### config.mk
export PLATFORM = sky130hd
export DESIGN_NAME = piecewise_linear_interpolator
export DESIGN_NICKNAME = d
export VERILOG_FILES = /design/src/pli_pkg.sv /design/src/piecewise_linear_interpolator.sv
export SDC_FILE = /design/constraint.sdc
export NUM_CORES = 2
export LEC_CHECK = 0
export BUFFER_PORTS_ARGS = -buffer_cell sky130_fd_sc_hd__buf_2
export CAP_MARGIN = 20
export CORE_ASPECT_RATIO = 0.6
export CORE_MARGIN = 10
export CORE_UTILIZATION = 50
export CTS_BUF_LIST = sky130_fd_sc_hd__clkbuf_16
export DETAILED_ROUTE_END_ITERATION = 6
export PLACE_DENSITY_LB_ADDON = 0.1
export RECOVER_POWER = 25
export SLEW_MARGIN = 0
export SYNTH_ARGS = -nofsm -noshare
export SYNTH_HDL_FRONTEND = slang
export SYNTH_SLANG_ARGS = --single-unit
### constraint.sdc
create_clock -name clk -period 12.7 [get_ports clk]
set_input_delay 0.635 -clock clk [delete_from_list [all_inputs] [get_ports clk]]
set_output_delay 0.635 -clock clk [all_outputs]
set_load 0.1 [all_outputs]
### src/pli_pkg.sv
// Shared widths, codes and types for the piecewise linear interpolator.
package pli_pkg;

    localparam int TABLE_DEPTH = 16;
    localparam int IDX_W       = $clog2(TABLE_DEPTH);
    localparam int CNT_W       = $clog2(TABLE_DEPTH + 1);

    localparam int T_W    = 24;
    localparam int H_W    = 32;
    localparam int MODE_W = 2;
    localparam int STAT_W = 3;

    // |dh| * (t - t0) magnitude, and the add/sub unit one bit wider for the sign
    localparam int PROD_W = H_W + T_W;
    localparam int AU_W   = PROD_W + 1;
    localparam int STEP_W = $clog2(H_W + 1);

    typedef logic [MODE_W-1:0] mode_t;
    typedef logic [STAT_W-1:0] status_t;

    localparam mode_t MODE_APPEND = 2'd0;
    localparam mode_t MODE_QUERY  = 2'd1;
    localparam mode_t MODE_CLEAR  = 2'd2;

    localparam status_t STAT_INTERP  = 3'd0;
    localparam status_t STAT_BELOW   = 3'd1;
    localparam status_t STAT_ABOVE   = 3'd2;
    localparam status_t STAT_EMPTY   = 3'd3;
    localparam status_t STAT_NOSEG   = 3'd4;
    localparam status_t STAT_STORED  = 3'd5;
    localparam status_t STAT_FULL    = 3'd6;
    localparam status_t STAT_CLEARED = 3'd7;

endpackage

### src/piecewise_linear_interpolator.sv
// Top level: breakpoint table, segment search and shared add/sub sequencer.
//
// Piecewise linear interpolator over a table of up to TABLE_DEPTH breakpoints.
// Input stream (s_*): one request per handshake. s_tuser carries the mode
// (append, query, clear; code 3 acts as a query), s_tdata carries the
// temperature (unsigned 16.8) and the heat (signed 24.8, used by append).
// Output stream (m_*): exactly one result per request, in order. m_tdata is
// the heat (signed 24.8, zero when nothing to report), m_tuser the status.
// Append, clear and empty-table query give their result the cycle after
// acceptance. Other queries check the first and then the last entry for a
// clamp, then scan for the first enclosing segment, up to 15 scan steps. An
// interpolated query then uses one 57-bit add/sub unit for a 24-step
// shift-add multiply, a 32-step restoring divide and the final signed add
// with saturation. The table memory gives one entry per cycle in the scan.
// One request is in flight at a time; s_tready is high only while the
// sequencer is idle and the output register is empty or being drained.
// A stalled receiver holds m_tvalid and the result until m_tready.
// Reset clears the entry count and the sequencer; table contents persist
// but are never read beyond the count.
module piecewise_linear_interpolator (
    input  logic                                  clk,
    input  logic                                  rst_n,
    input  logic                                  s_tvalid,
    output logic                                  s_tready,
    input  logic [pli_pkg::T_W+pli_pkg::H_W-1:0]  s_tdata,  // temperature, heat
    input  pli_pkg::mode_t                        s_tuser,  // mode
    output logic                                  m_tvalid,
    input  logic                                  m_tready,
    output logic [pli_pkg::H_W-1:0]               m_tdata,  // heat_out
    output pli_pkg::status_t                      m_tuser   // status
);
    import pli_pkg::*;

    typedef enum logic [6:0] {
        ST_IDLE      = 7'b0000001,
        ST_CHK_FIRST = 7'b0000010,
        ST_CHK_LAST  = 7'b0000100,
        ST_SCAN      = 7'b0001000,
        ST_MUL       = 7'b0010000,
        ST_DIV       = 7'b0100000,
        ST_ADD       = 7'b1000000
    } state_t;

    state_t               state_reg, state_next;
    logic [CNT_W-1:0]     count_reg, count_next;
    logic                 out_valid_reg, out_valid_next;
    logic [H_W-1:0]       out_heat_reg, out_heat_next;
    status_t              out_stat_reg, out_stat_next;

    logic [IDX_W-1:0]     idx_reg, idx_next;
    logic [STEP_W-1:0]    step_reg, step_next;
    logic [T_W-1:0]       t_q_reg, t_q_next;
    logic [T_W-1:0]       prev_t_reg, prev_t_next;
    logic [H_W-1:0]       prev_h_reg, prev_h_next;
    logic [T_W-1:0]       up_reg, up_next;
    logic [T_W-1:0]       down_reg, down_next;
    logic [H_W-1:0]       mag_reg, mag_next;
    logic                 neg_reg, neg_next;
    logic [PROD_W-1:0]    acc_reg, acc_next;

    // Table memory, registered read port
    logic [T_W-1:0]       temps_mem [TABLE_DEPTH];
    logic [H_W-1:0]       heats_mem [TABLE_DEPTH];
    logic [T_W-1:0]       rd_t_reg;
    logic [H_W-1:0]       rd_h_reg;
    logic [IDX_W-1:0]     rd_addr;
    logic                 wr_en;

    logic [T_W-1:0]       in_temp;
    logic [H_W-1:0]       in_heat;
    logic                 in_fire;
    logic [CNT_W-1:0]     count_m1;
    logic [IDX_W-1:0]     last_idx;

    // Shared add/sub unit
    logic [AU_W-1:0]      au_a, au_b, au_res;
    logic                 au_sub;

    // Segment setup
    logic [H_W:0]         dh;
    logic [H_W:0]         dh_abs;
    logic                 in_seg;
    logic [T_W-1:0]       rem_next;
    logic                 qbit;

    assign in_temp  = s_tdata[T_W-1:0];
    assign in_heat  = s_tdata[T_W+H_W-1:T_W];
    assign s_tready = (state_reg == ST_IDLE) && (!out_valid_reg || m_tready);
    assign in_fire  = s_tvalid && s_tready;
    assign count_m1 = count_reg - CNT_W'(1);
    assign last_idx = count_m1[IDX_W-1:0];

    assign m_tvalid = out_valid_reg;
    assign m_tdata  = out_heat_reg;
    assign m_tuser  = out_stat_reg;

    assign au_res = au_a + (au_sub ? ~au_b : au_b) + AU_W'(au_sub);

    assign dh     = {rd_h_reg[H_W-1], rd_h_reg} - {prev_h_reg[H_W-1], prev_h_reg};
    assign dh_abs = dh[H_W] ? (~dh + (H_W+1)'(1)) : dh;
    assign in_seg = (t_q_reg >= prev_t_reg) && (t_q_reg < rd_t_reg);

    // Restoring divide step: keep the trial difference when it did not borrow
    assign qbit     = !au_res[AU_W-1];
    assign rem_next = qbit ? au_res[T_W-1:0] : acc_reg[PROD_W-2:H_W-1];

    always_comb
    begin
        case (state_reg)
            ST_IDLE:     rd_addr = '0;
            ST_CHK_FIRST: rd_addr = last_idx;
            ST_CHK_LAST: rd_addr = IDX_W'(1);
            ST_SCAN:     rd_addr = idx_reg + IDX_W'(1);
            default:     rd_addr = '0;
        endcase
    end

    always_comb
    begin
        au_a   = '0;
        au_b   = '0;
        au_sub = 1'b0;
        case (state_reg)
            ST_MUL:
            begin
                // MSB-first shift-add of |dh| * up
                au_a = {1'b0, acc_reg[PROD_W-2:0], 1'b0};
                au_b = up_reg[T_W-1] ? AU_W'(mag_reg) : '0;
            end
            ST_DIV:
            begin
                au_a   = AU_W'({acc_reg[PROD_W-1:H_W], acc_reg[H_W-1]});
                au_b   = AU_W'(down_reg);
                au_sub = 1'b1;
            end
            ST_ADD:
            begin
                au_a   = {{(AU_W-H_W){prev_h_reg[H_W-1]}}, prev_h_reg};
                au_b   = AU_W'(acc_reg[H_W-1:0]);
                au_sub = neg_reg;
            end
            default:
            begin
                au_a   = '0;
            end
        endcase
    end

    always_comb
    begin
        state_next     = state_reg;
        count_next     = count_reg;
        out_valid_next = out_valid_reg;
        out_heat_next  = out_heat_reg;
        out_stat_next  = out_stat_reg;
        idx_next       = idx_reg;
        step_next      = step_reg;
        t_q_next       = t_q_reg;
        prev_t_next    = prev_t_reg;
        prev_h_next    = prev_h_reg;
        up_next        = up_reg;
        down_next      = down_reg;
        mag_next       = mag_reg;
        neg_next       = neg_reg;
        acc_next       = acc_reg;
        wr_en          = 1'b0;

        if (m_tready)
        begin
            out_valid_next = 1'b0;
        end

        case (state_reg)
            ST_IDLE:
            begin
                if (in_fire)
                begin
                    t_q_next = in_temp;
                    case (s_tuser)
                        MODE_APPEND:
                        begin
                            out_valid_next = 1'b1;
                            out_heat_next  = '0;
                            if (count_reg < CNT_W'(TABLE_DEPTH))
                            begin
                                wr_en         = 1'b1;
                                count_next    = count_reg + CNT_W'(1);
                                out_stat_next = STAT_STORED;
                            end
                            else
                            begin
                                out_stat_next = STAT_FULL;
                            end
                        end
                        MODE_CLEAR:
                        begin
                            count_next     = '0;
                            out_valid_next = 1'b1;
                            out_heat_next  = '0;
                            out_stat_next  = STAT_CLEARED;
                        end
                        default:
                        begin
                            if (count_reg == '0)
                            begin
                                out_valid_next = 1'b1;
                                out_heat_next  = '0;
                                out_stat_next  = STAT_EMPTY;
                            end
                            else
                            begin
                                state_next = ST_CHK_FIRST;
                            end
                        end
                    endcase
                end
            end
            ST_CHK_FIRST:
            begin
                if (t_q_reg < rd_t_reg)
                begin
                    out_valid_next = 1'b1;
                    out_heat_next  = rd_h_reg;
                    out_stat_next  = STAT_BELOW;
                    state_next     = ST_IDLE;
                end
                else
                begin
                    prev_t_next = rd_t_reg;
                    prev_h_next = rd_h_reg;
                    state_next  = ST_CHK_LAST;
                end
            end
            ST_CHK_LAST:
            begin
                if (t_q_reg >= rd_t_reg)
                begin
                    out_valid_next = 1'b1;
                    out_heat_next  = rd_h_reg;
                    out_stat_next  = STAT_ABOVE;
                    state_next     = ST_IDLE;
                end
                else
                begin
                    idx_next   = IDX_W'(1);
                    state_next = ST_SCAN;
                end
            end
            ST_SCAN:
            begin
                if (in_seg)
                begin
                    up_next    = t_q_reg - prev_t_reg;
                    down_next  = rd_t_reg - prev_t_reg;
                    mag_next   = dh_abs[H_W-1:0];
                    neg_next   = dh[H_W];
                    acc_next   = '0;
                    step_next  = '0;
                    state_next = ST_MUL;
                end
                else if (idx_reg == last_idx)
                begin
                    out_valid_next = 1'b1;
                    out_heat_next  = '0;
                    out_stat_next  = STAT_NOSEG;
                    state_next     = ST_IDLE;
                end
                else
                begin
                    prev_t_next = rd_t_reg;
                    prev_h_next = rd_h_reg;
                    idx_next    = idx_reg + IDX_W'(1);
                end
            end
            ST_MUL:
            begin
                acc_next  = au_res[PROD_W-1:0];
                up_next   = {up_reg[T_W-2:0], 1'b0};
                step_next = step_reg + STEP_W'(1);
                if (step_reg == STEP_W'(T_W - 1))
                begin
                    step_next  = '0;
                    state_next = ST_DIV;
                end
            end
            ST_DIV:
            begin
                acc_next  = {rem_next, acc_reg[H_W-2:0], qbit};
                step_next = step_reg + STEP_W'(1);
                if (step_reg == STEP_W'(H_W - 1))
                begin
                    state_next = ST_ADD;
                end
            end
            ST_ADD:
            begin
                out_valid_next = 1'b1;
                out_stat_next  = STAT_INTERP;
                state_next     = ST_IDLE;
                // Saturate when bits above the int32 sign are not a sign extension
                if (au_res[AU_W-1:H_W-1] == '0 || au_res[AU_W-1:H_W-1] == '1)
                begin
                    out_heat_next = au_res[H_W-1:0];
                end
                else if (au_res[AU_W-1])
                begin
                    out_heat_next = {1'b1, {(H_W-1){1'b0}}};
                end
                else
                begin
                    out_heat_next = {1'b0, {(H_W-1){1'b1}}};
                end
            end
            default:
            begin
                state_next = ST_IDLE;
            end
        endcase
    end

    always_ff @(posedge clk or negedge rst_n)
    begin
        if (!rst_n)
        begin
            state_reg     <= ST_IDLE;
            count_reg     <= '0;
            out_valid_reg <= 1'b0;
        end
        else
        begin
            state_reg     <= state_next;
            count_reg     <= count_next;
            out_valid_reg <= out_valid_next;
        end
    end

    always_ff @(posedge clk)
    begin
        out_heat_reg <= out_heat_next;
        out_stat_reg <= out_stat_next;
        idx_reg      <= idx_next;
        step_reg     <= step_next;
        t_q_reg      <= t_q_next;
        prev_t_reg   <= prev_t_next;
        prev_h_reg   <= prev_h_next;
        up_reg       <= up_next;
        down_reg     <= down_next;
        mag_reg      <= mag_next;
        neg_reg      <= neg_next;
        acc_reg      <= acc_next;
    end

    always_ff @(posedge clk)
    begin
        if (wr_en)
        begin
            temps_mem[count_reg[IDX_W-1:0]] <= in_temp;
            heats_mem[count_reg[IDX_W-1:0]] <= in_heat;
        end
        rd_t_reg <= temps_mem[rd_addr];
        rd_h_reg <= heats_mem[rd_addr];
    end

endmodule

# --- Word level (Yosys, flattened, before mapping) ---
# Memory sizes are Yosys's and may differ from the RTL's. A register that Yosys moved wholly into a read port is not among the register bits.
# Index checks and enable logic that the tools add are counted.
word_totals:
  out_inout_bits: 37
  inputBits: 62
  wordCells: 162
  mem_bits_rw: 896
  register_bits: 275
  n_memories: 2
mem_list:
  columns: ["name", "words", "width", "read_ports", "rd_ports_with_merged_regs", "write_ports", "line", "text"]
  rows:
  - ["heats_mem", 16, 32, 1, 1, 1, "piecewise_linear_interpolator.sv:63", "logic [H_W-1:0] heats_mem [TABLE_DEPTH];"]
  - ["temps_mem", 16, 24, 1, 1, 1, "piecewise_linear_interpolator.sv:62", "logic [T_W-1:0] temps_mem [TABLE_DEPTH];"]
op_classes:
  addsub: 10
  n_eq_ne: 29
  bitwise_logic: 2
  muxes: 73
  reduce_logical: 27
  n_lt_le_gt_ge: 4
ops:
  columns: ["operator", "n"]
  rows:
  - ["$mux 32", 14]
  - ["$pmux 57 s3", 1]
  - ["$pmux 56 s3", 1]
  - ["$pmux 32 s5", 1]
  - ["$mux 24", 5]
  - ["$pmux 24 s2", 2]
  - ["$pmux 32 s3", 1]
  - ["$pmux 32 s2", 1]
  - ["$add 57x1->57", 1]
  - ["$add 57x57->57", 1]
  - ["$mux 57", 1]
  - ["$not 57->57", 1]
  - ["$mux 56", 1]
  - ["$mux 7", 7]
  - ["$ge 24x24->1", 2]
  - ["$sub 24x24->24", 2]
  - ["$pmux 7 s6", 1]
  - ["$sub 32x32->33", 1]
  - ["$add 32x1->32 const B", 1]
  - ["$not 32->32", 1]
  - ["$ne 2x2->1 const B", 14]
  - ["$eq 26x26->1 const B", 1]
  - ["$logic_not 26->1", 1]
  - ["$lt 24x24->1", 1]
  - ["other kinds (45)", 82]

# --- Logic depth before layout (Yosys ltp) ---
logic_depth:
  word_depth: 10
  depth_mapped: 25
  mapped_depth_nobuf: 21

# --- Worst setup path after synthesis ---
# OpenSTA, ideal clock, no wires.
synth_path:
  path_kind: "register to register"
  start: "register state_reg[4]"
  end: "memory heats_mem[0][0] (enable)"
  setup_ns: 0.608
  path_buffers: 2
  t_required_ns: 12.092
  stages_incl_launch_ff: 12
  slack_ns: 2.900
  arrival_ns: 9.192
  period_less_slack_ns: 9.800
  cell_sequence: "dfrtp_1 -> clkbuf_1 -> inv_1 -> nand2_1 -> or3_1 -> nor3b_1 -> nor2b_1 -> nand2_1 -> or2_2 -> or3_1 -> clkbuf_1 -> nor4_1"
synth_between:
  elab_chain_cells: 7
synth_rtl:
  columns: ["item", "line", "text"]
  rows:
  - ["start, declared", "piecewise_linear_interpolator.sv:44", "state_t state_reg, state_next;"]
  - ["start signal, assigned", "piecewise_linear_interpolator.sv:331", "state_reg <= state_next;"]
  - ["$eq 7x1->1", "piecewise_linear_interpolator.sv:88", "assign s_tready = (state_reg == ST_IDLE) && (!out_valid_reg || m_tready);"]
  - ["$logic_and 1x1->1", "piecewise_linear_interpolator.sv:88", null]
  - ["named net s_tready", "piecewise_linear_interpolator.sv:24", "output logic s_tready,"]
  - ["$logic_and 1x1->1", "piecewise_linear_interpolator.sv:89", "assign in_fire = s_tvalid && s_tready;"]
  - ["$mux 1", "piecewise_linear_interpolator.sv:176", "if (in_fire)"]
  - ["$mux 1", "piecewise_linear_interpolator.sv:173", "case (state_reg)"]
  - ["$mux 1", "piecewise_linear_interpolator.sv:355", "if (wr_en)"]
  - ["$mux 1 (implied by the code)", "piecewise_linear_interpolator.sv:358", "heats_mem[count_reg[IDX_W-1:0]] <= in_heat;"]
  - ["end, declared", "piecewise_linear_interpolator.sv:63", null]
# The timed path passes the listed nets, and every way through them passes these cells.

# --- Final worst setup path ---
layout_path:
  start: "register state_reg[1]"
  end: "register out_heat_reg[5] (netlist: m_tdata[5]), data pin"
layout_between:
  elab_chain_cells: 10
  word_cells_on_any_way: 20
  classes_between: "add/sub (2); eq/ne (8); mux (7); bitwise (1); reduce/logical (2)"
layout_rtl:
  columns: ["item", "line", "text"]
  rows:
  - ["$eq 7x7->1 (tied with other cells)", "piecewise_linear_interpolator.sv:123, piecewise_linear_interpolator.sv:173", null]
  - ["$pmux 32 s3", "piecewise_linear_interpolator.sv:123", "case (state_reg)"]
  - ["$not 57->57", "piecewise_linear_interpolator.sv:97", "assign au_res = au_a + (au_sub ? ~au_b : au_b) + AU_W'(au_sub);"]
  - ["$mux 57", "piecewise_linear_interpolator.sv:97", null]
  - ["$add 57x57->57", "piecewise_linear_interpolator.sv:97", null]
  - ["$add 57x1->57", "piecewise_linear_interpolator.sv:97", null]
  - ["$eq 26x26->1 or $logic_not 26->1 (tied branches)", "piecewise_linear_interpolator.sv:301", "if (au_res[AU_W-1:H_W-1] == '0 || au_res[AU_W-1:H_W-1] == '1)"]
  - ["$logic_or 1x1->1", "piecewise_linear_interpolator.sv:301", null]
  - ["$mux 32", "piecewise_linear_interpolator.sv:301", null]
  - ["$pmux 32 s5 (*)", "piecewise_linear_interpolator.sv:173", null]
  - ["named net out_heat_next[5]", "piecewise_linear_interpolator.sv:47", "logic [H_W-1:0] out_heat_reg, out_heat_next;"]
  - ["end signal, assigned", "piecewise_linear_interpolator.sv:339", "out_heat_reg <= out_heat_next;"]
  - ["end, declared", "piecewise_linear_interpolator.sv:47", null]
# The timed path passes the listed nets; every way through them passes the cells marked *.
# A chain may end at the register's enable or synchronous reset.

==> flow_metrics.py <==
metrics = {
    "status": {
        "status": "complete, but fails checks",
        "violations": "design-rule violations",
    },
    "yosys": {
        "synth-compound-area-share_pct": 10.1,
        "synth_seq_area_share_pct": 64.8,
        "synth_seq_cells": 1227,
        "synth_top_family_by_area": "compound AO/OA/AOI/OAI gates",
        "avgSynthCellArea_sq_um": 15.0,
        "yosysWarnings": 0,
        "synth_edf_count": 1158,
        "synthMuxAreaShare_pct": 9.54,
        "yosysTopAreaCellShare_pct": 62.2,
        "synth_commonest_cells": "edfxtp_1 (1158), nand2_1 (258), mux4_2 (224)",
        "syn_area_sq_um": 55900,
        "synth_top_area_cell": "edfxtp_1",
        "ys_types": 87,
        "synth-adder-area-share_pct": 3.86,
        "synthTopCellsByArea": "edfxtp_1 (62%), mux4_2 (9.0%), ha_1 (3.7%), dfxtp_1 (2.0%), xnor2_1 (1.9%)",
        "async_reset_ff_share_pct": 1.06,
        "synthSimpleGateAreaFrac_pct": 6.86,
        "synth_xor_xnor_area_share_pct": 2.57,
        "synth_flop_cell": "edfxtp_1",
        "synth_nets": 3958,
        "synthesis.instances": 3726,
        "yosysMostFrequentCell": "edfxtp_1",
    },
    "cells_and_area": {
        "largest_reg_flops": 512,
        "finish.net_count": 4046,
        "seqCellArea_sq_um": 36200,
        "drive_gt1_share_pct": 14.6,
        "fin_cells": 5402,
        "utilization_pct": 56.0,
        "syn_to_final_growth_pct": 10.5,
        "fillers": 8861,
        "multiInputGateArea_sq_um": 18500,
    },
    "pwr": {
        "p_int_mw": 7.07,
        "leakage_nw": 21.7,
        "clkPwrFrac_pct": 34.1,
        "power.switching_mw": 2.75,
        "max-vdd-ir-drop_mv": 0.123,
        "p_sw_share_pct": 28.0,
        "power_frac_comb_pct": 17.2,
        "powerDensity_nw_per_um2": 159,
        "seqPwrFrac_pct": 48.7,
    },
    "critical_path": {
        "endpoint_kind": "flop",
        "critPathRequiredTime_ns": 13.17,
        "critPathMaxFanout": 33,
        "ff2ff_setup_slack_ns": 4.62,
        "crit_start": "state_reg[1]",
        "r2r_cells": 23,
        "worst-setup-path-type": "flop to flop",
        "cp-start-kind": "flop",
        "rr_startpoint": "state_reg[1]",
        "critPathArrivalTime_ns": 8.55,
        "timing.rr.end": "m_tdata[5]",
    },
    "floorplanning": {
        "row_count": 94,
        "ios": 99,
        "dieWidth_um": 452,
        "fp.coreArea_sq_um": 110000,
        "initial_core_util_pct": 50.7,
        "die_h_um": 279,
        "die_area_sq_um": 126000,
    },
    "sta": {
        "relSlewSlack_pct": 27.5,
        "hold_violations": 0,
        "grt_setup_unrepaired": "no",
        "setup_viol_count_final": 0,
        "skew_ns": 0.0291,
        "period_minus_slack_ns": 8.08,
        "tns_ns": 0,
        "tightest_slew_ns": 1.09,
        "report.final.slew_viol_count": 0,
        "fmaxAchievable_mhz": 124,
        "min_period_over_period_pct": 63.6,
    },
    "worst_hold_path": {
        "hold_depth": 2,
        "hp-start": "s_tuser[1]",
        "hold_path_end": "count_reg[4]",
        "holdCritPathClass": "input port to flop",
    },
    "global_routing": {
        "grt-ovfl-total": 0,
        "grt_pass1_wl_um": 223000,
        "use_met1_pct": 37.5,
        "grt_use_met3_pct": 5.21,
        "grt_use_total_pct": 23.5,
        "grt_max_degree": 113,
        "met2_usage_pct": 32.8,
        "grt_pass1_vias": 32200,
        "antenna_found_initial": 15,
        "grt_busiest_layer": "met1",
    },
    "detailed_routing": {
        "drc": 15,
        "drtIter0Drc": 4380,
        "dr.pass1.iters": 7,
        "viasPerCell": 6.24,
        "routed_wl_um": 150000,
        "wire_per_inst_um": 27.8,
        "postRouteAntennaNets": 0,
        "vias": 33700,
    },
    "place": {
        "hpwl_um": 95300,
        "gp_congestion": 0.934,
        "port_buffers": 98,
        "place_inst": 5187,
    },
    "clocking": {
        "cts_root_buffer": "clkbuf_16",
        "htreeDepth": 3,
        "numCtsBuffers": 109,
        "clk_latency_ns": 0.75,
        "clkSinkCount": 1227,
        "clkTransAtPathRegs_ns": 0.07,
        "cts_tree": "built",
        "max-clock-path-buffers": 3,
    },
    "flow_run": {
        "maxCapViolCount": 0,
    },
}
[per-layer routing]
layer	vias to the layer above	wire length [um]
met5	-	61
met3	188	14200
met4	10	2640
li1	14900	-
met2	1383	63200
met1	17200	70300
[critical path, cell delays in order, from the launching register on]
cell and delay [ns]:
dfrtp_1 0.45, nor4_1 0.73, and3_4 0.56, and2_1 0.18
buf_4 0.35, a22oi_1 0.12, nand2_1 0.11, xor2_1 0.21
inv_1 0.09, fa_1 0.42, nand2b_1 0.18, a21oi_1 0.32
o2111ai_1 0.33, and3_1 0.28, o21ai_1 0.53, a311oi_1 0.36
o31ai_1 0.52, a2111oi_0 0.23, nor3_2 0.17, buf_4 0.42
nand2b_1 0.19, nand2_1 0.37, buf_8 0.31, a221o_1 0.33
[power groups by stage]
| stage | clock, mW | sequential [mW] | combinational (mW) |
|---|---|---|---|
| floorplan | 0 | 4.95 | 1.08 |
| global placement | 0 | 4.88 | 1.67 |
| detailed placement | 0 | 4.88 | 1.68 |
| CTS | 3.41 | 4.79 | 1.69 |
| global route | 3.59 | 4.80 | 1.84 |
| finish | 3.35 | 4.79 | 1.69 |
[metrics by stage]
step | total power, mW | area (sq um) | hold slack, ns | setup WS, ns
after global routing | 10.2 | 61800 | 0.123 | 4.04
after global placement | 6.55 | 58200 | 0.445 | 4.71
after floorplan | 6.03 | 55900 | 0.339 | 2.90
after CTS | 9.89 | 61700 | 0.116 | 4.58
after detailed placement | 6.56 | 58200 | 0.449 | 4.61
final | 9.83 | 61800 | 0.168 | 4.62
[cells by family after synthesis]
family,count (synthesis)
AND/OR/NAND/NOR,767
multiplexers,253
flip-flops,1227
XOR/XNOR,164
AO/OA/AOI/OAI,805
buffers and inverters,340
adder cells (fa/ha/maj),170
[cells in the final DEF, fill, tap and decap left out, types with 23 or more instances in the layout]
cell / count
clkinv_1: 23
nor2b_1: 32
o21a_1: 35
buf_2: 58
a21o_1: 85
xnor2_1: 124
a211oi_1: 68
ha_1: 166
clkbuf_16: 110
a21oi_1: 151
nor3_1: 43
a221o_1: 31
a22o_1: 31
nand2_1: 257
nand2b_1: 28
a31oi_1: 76
xor2_1: 40
buf_4: 50
mux4_2: 224
dfxtp_1: 56
mux2i_1: 28
nor2_1: 128
nand4_1: 35
clkbuf_1: 40
and2_1: 67
inv_1: 177
nand3_1: 37
edfxtp_1: 1158
a222oi_1: 46
o21ai_0: 104
[how the worst max path moves through the flow]
stage	endpoint	slack (ns)
finish	m_tdata[5]	4.62
global route	m_tdata[4]	4.04
CTS	m_tdata[23]	4.58
detailed placement	m_tdata[14]	4.61
global placement	m_tdata[0]	4.71
floorplan	heats_mem[0][0]	2.90
[cell type report]
type / count / area share (%)
timing repair buffer: 155 / 1.53
inverter: 162 / 0.984
sequential: 1227 / 58.6
antenna: 6 / 0.0243
clock inverter: 95 / 1.34
tap: 1488 / 3.01
multi-input combinational: 2159 / 30.0
clock buffer: 110 / 4.46
[repair_timing]
action                    in CTS  in global routing
resized for setup              0                  0
hold buffers                   1                  0
setup buffers                  0                  0
hold endpoints to repair      12                  0
(Power assumes the default switching activity.)
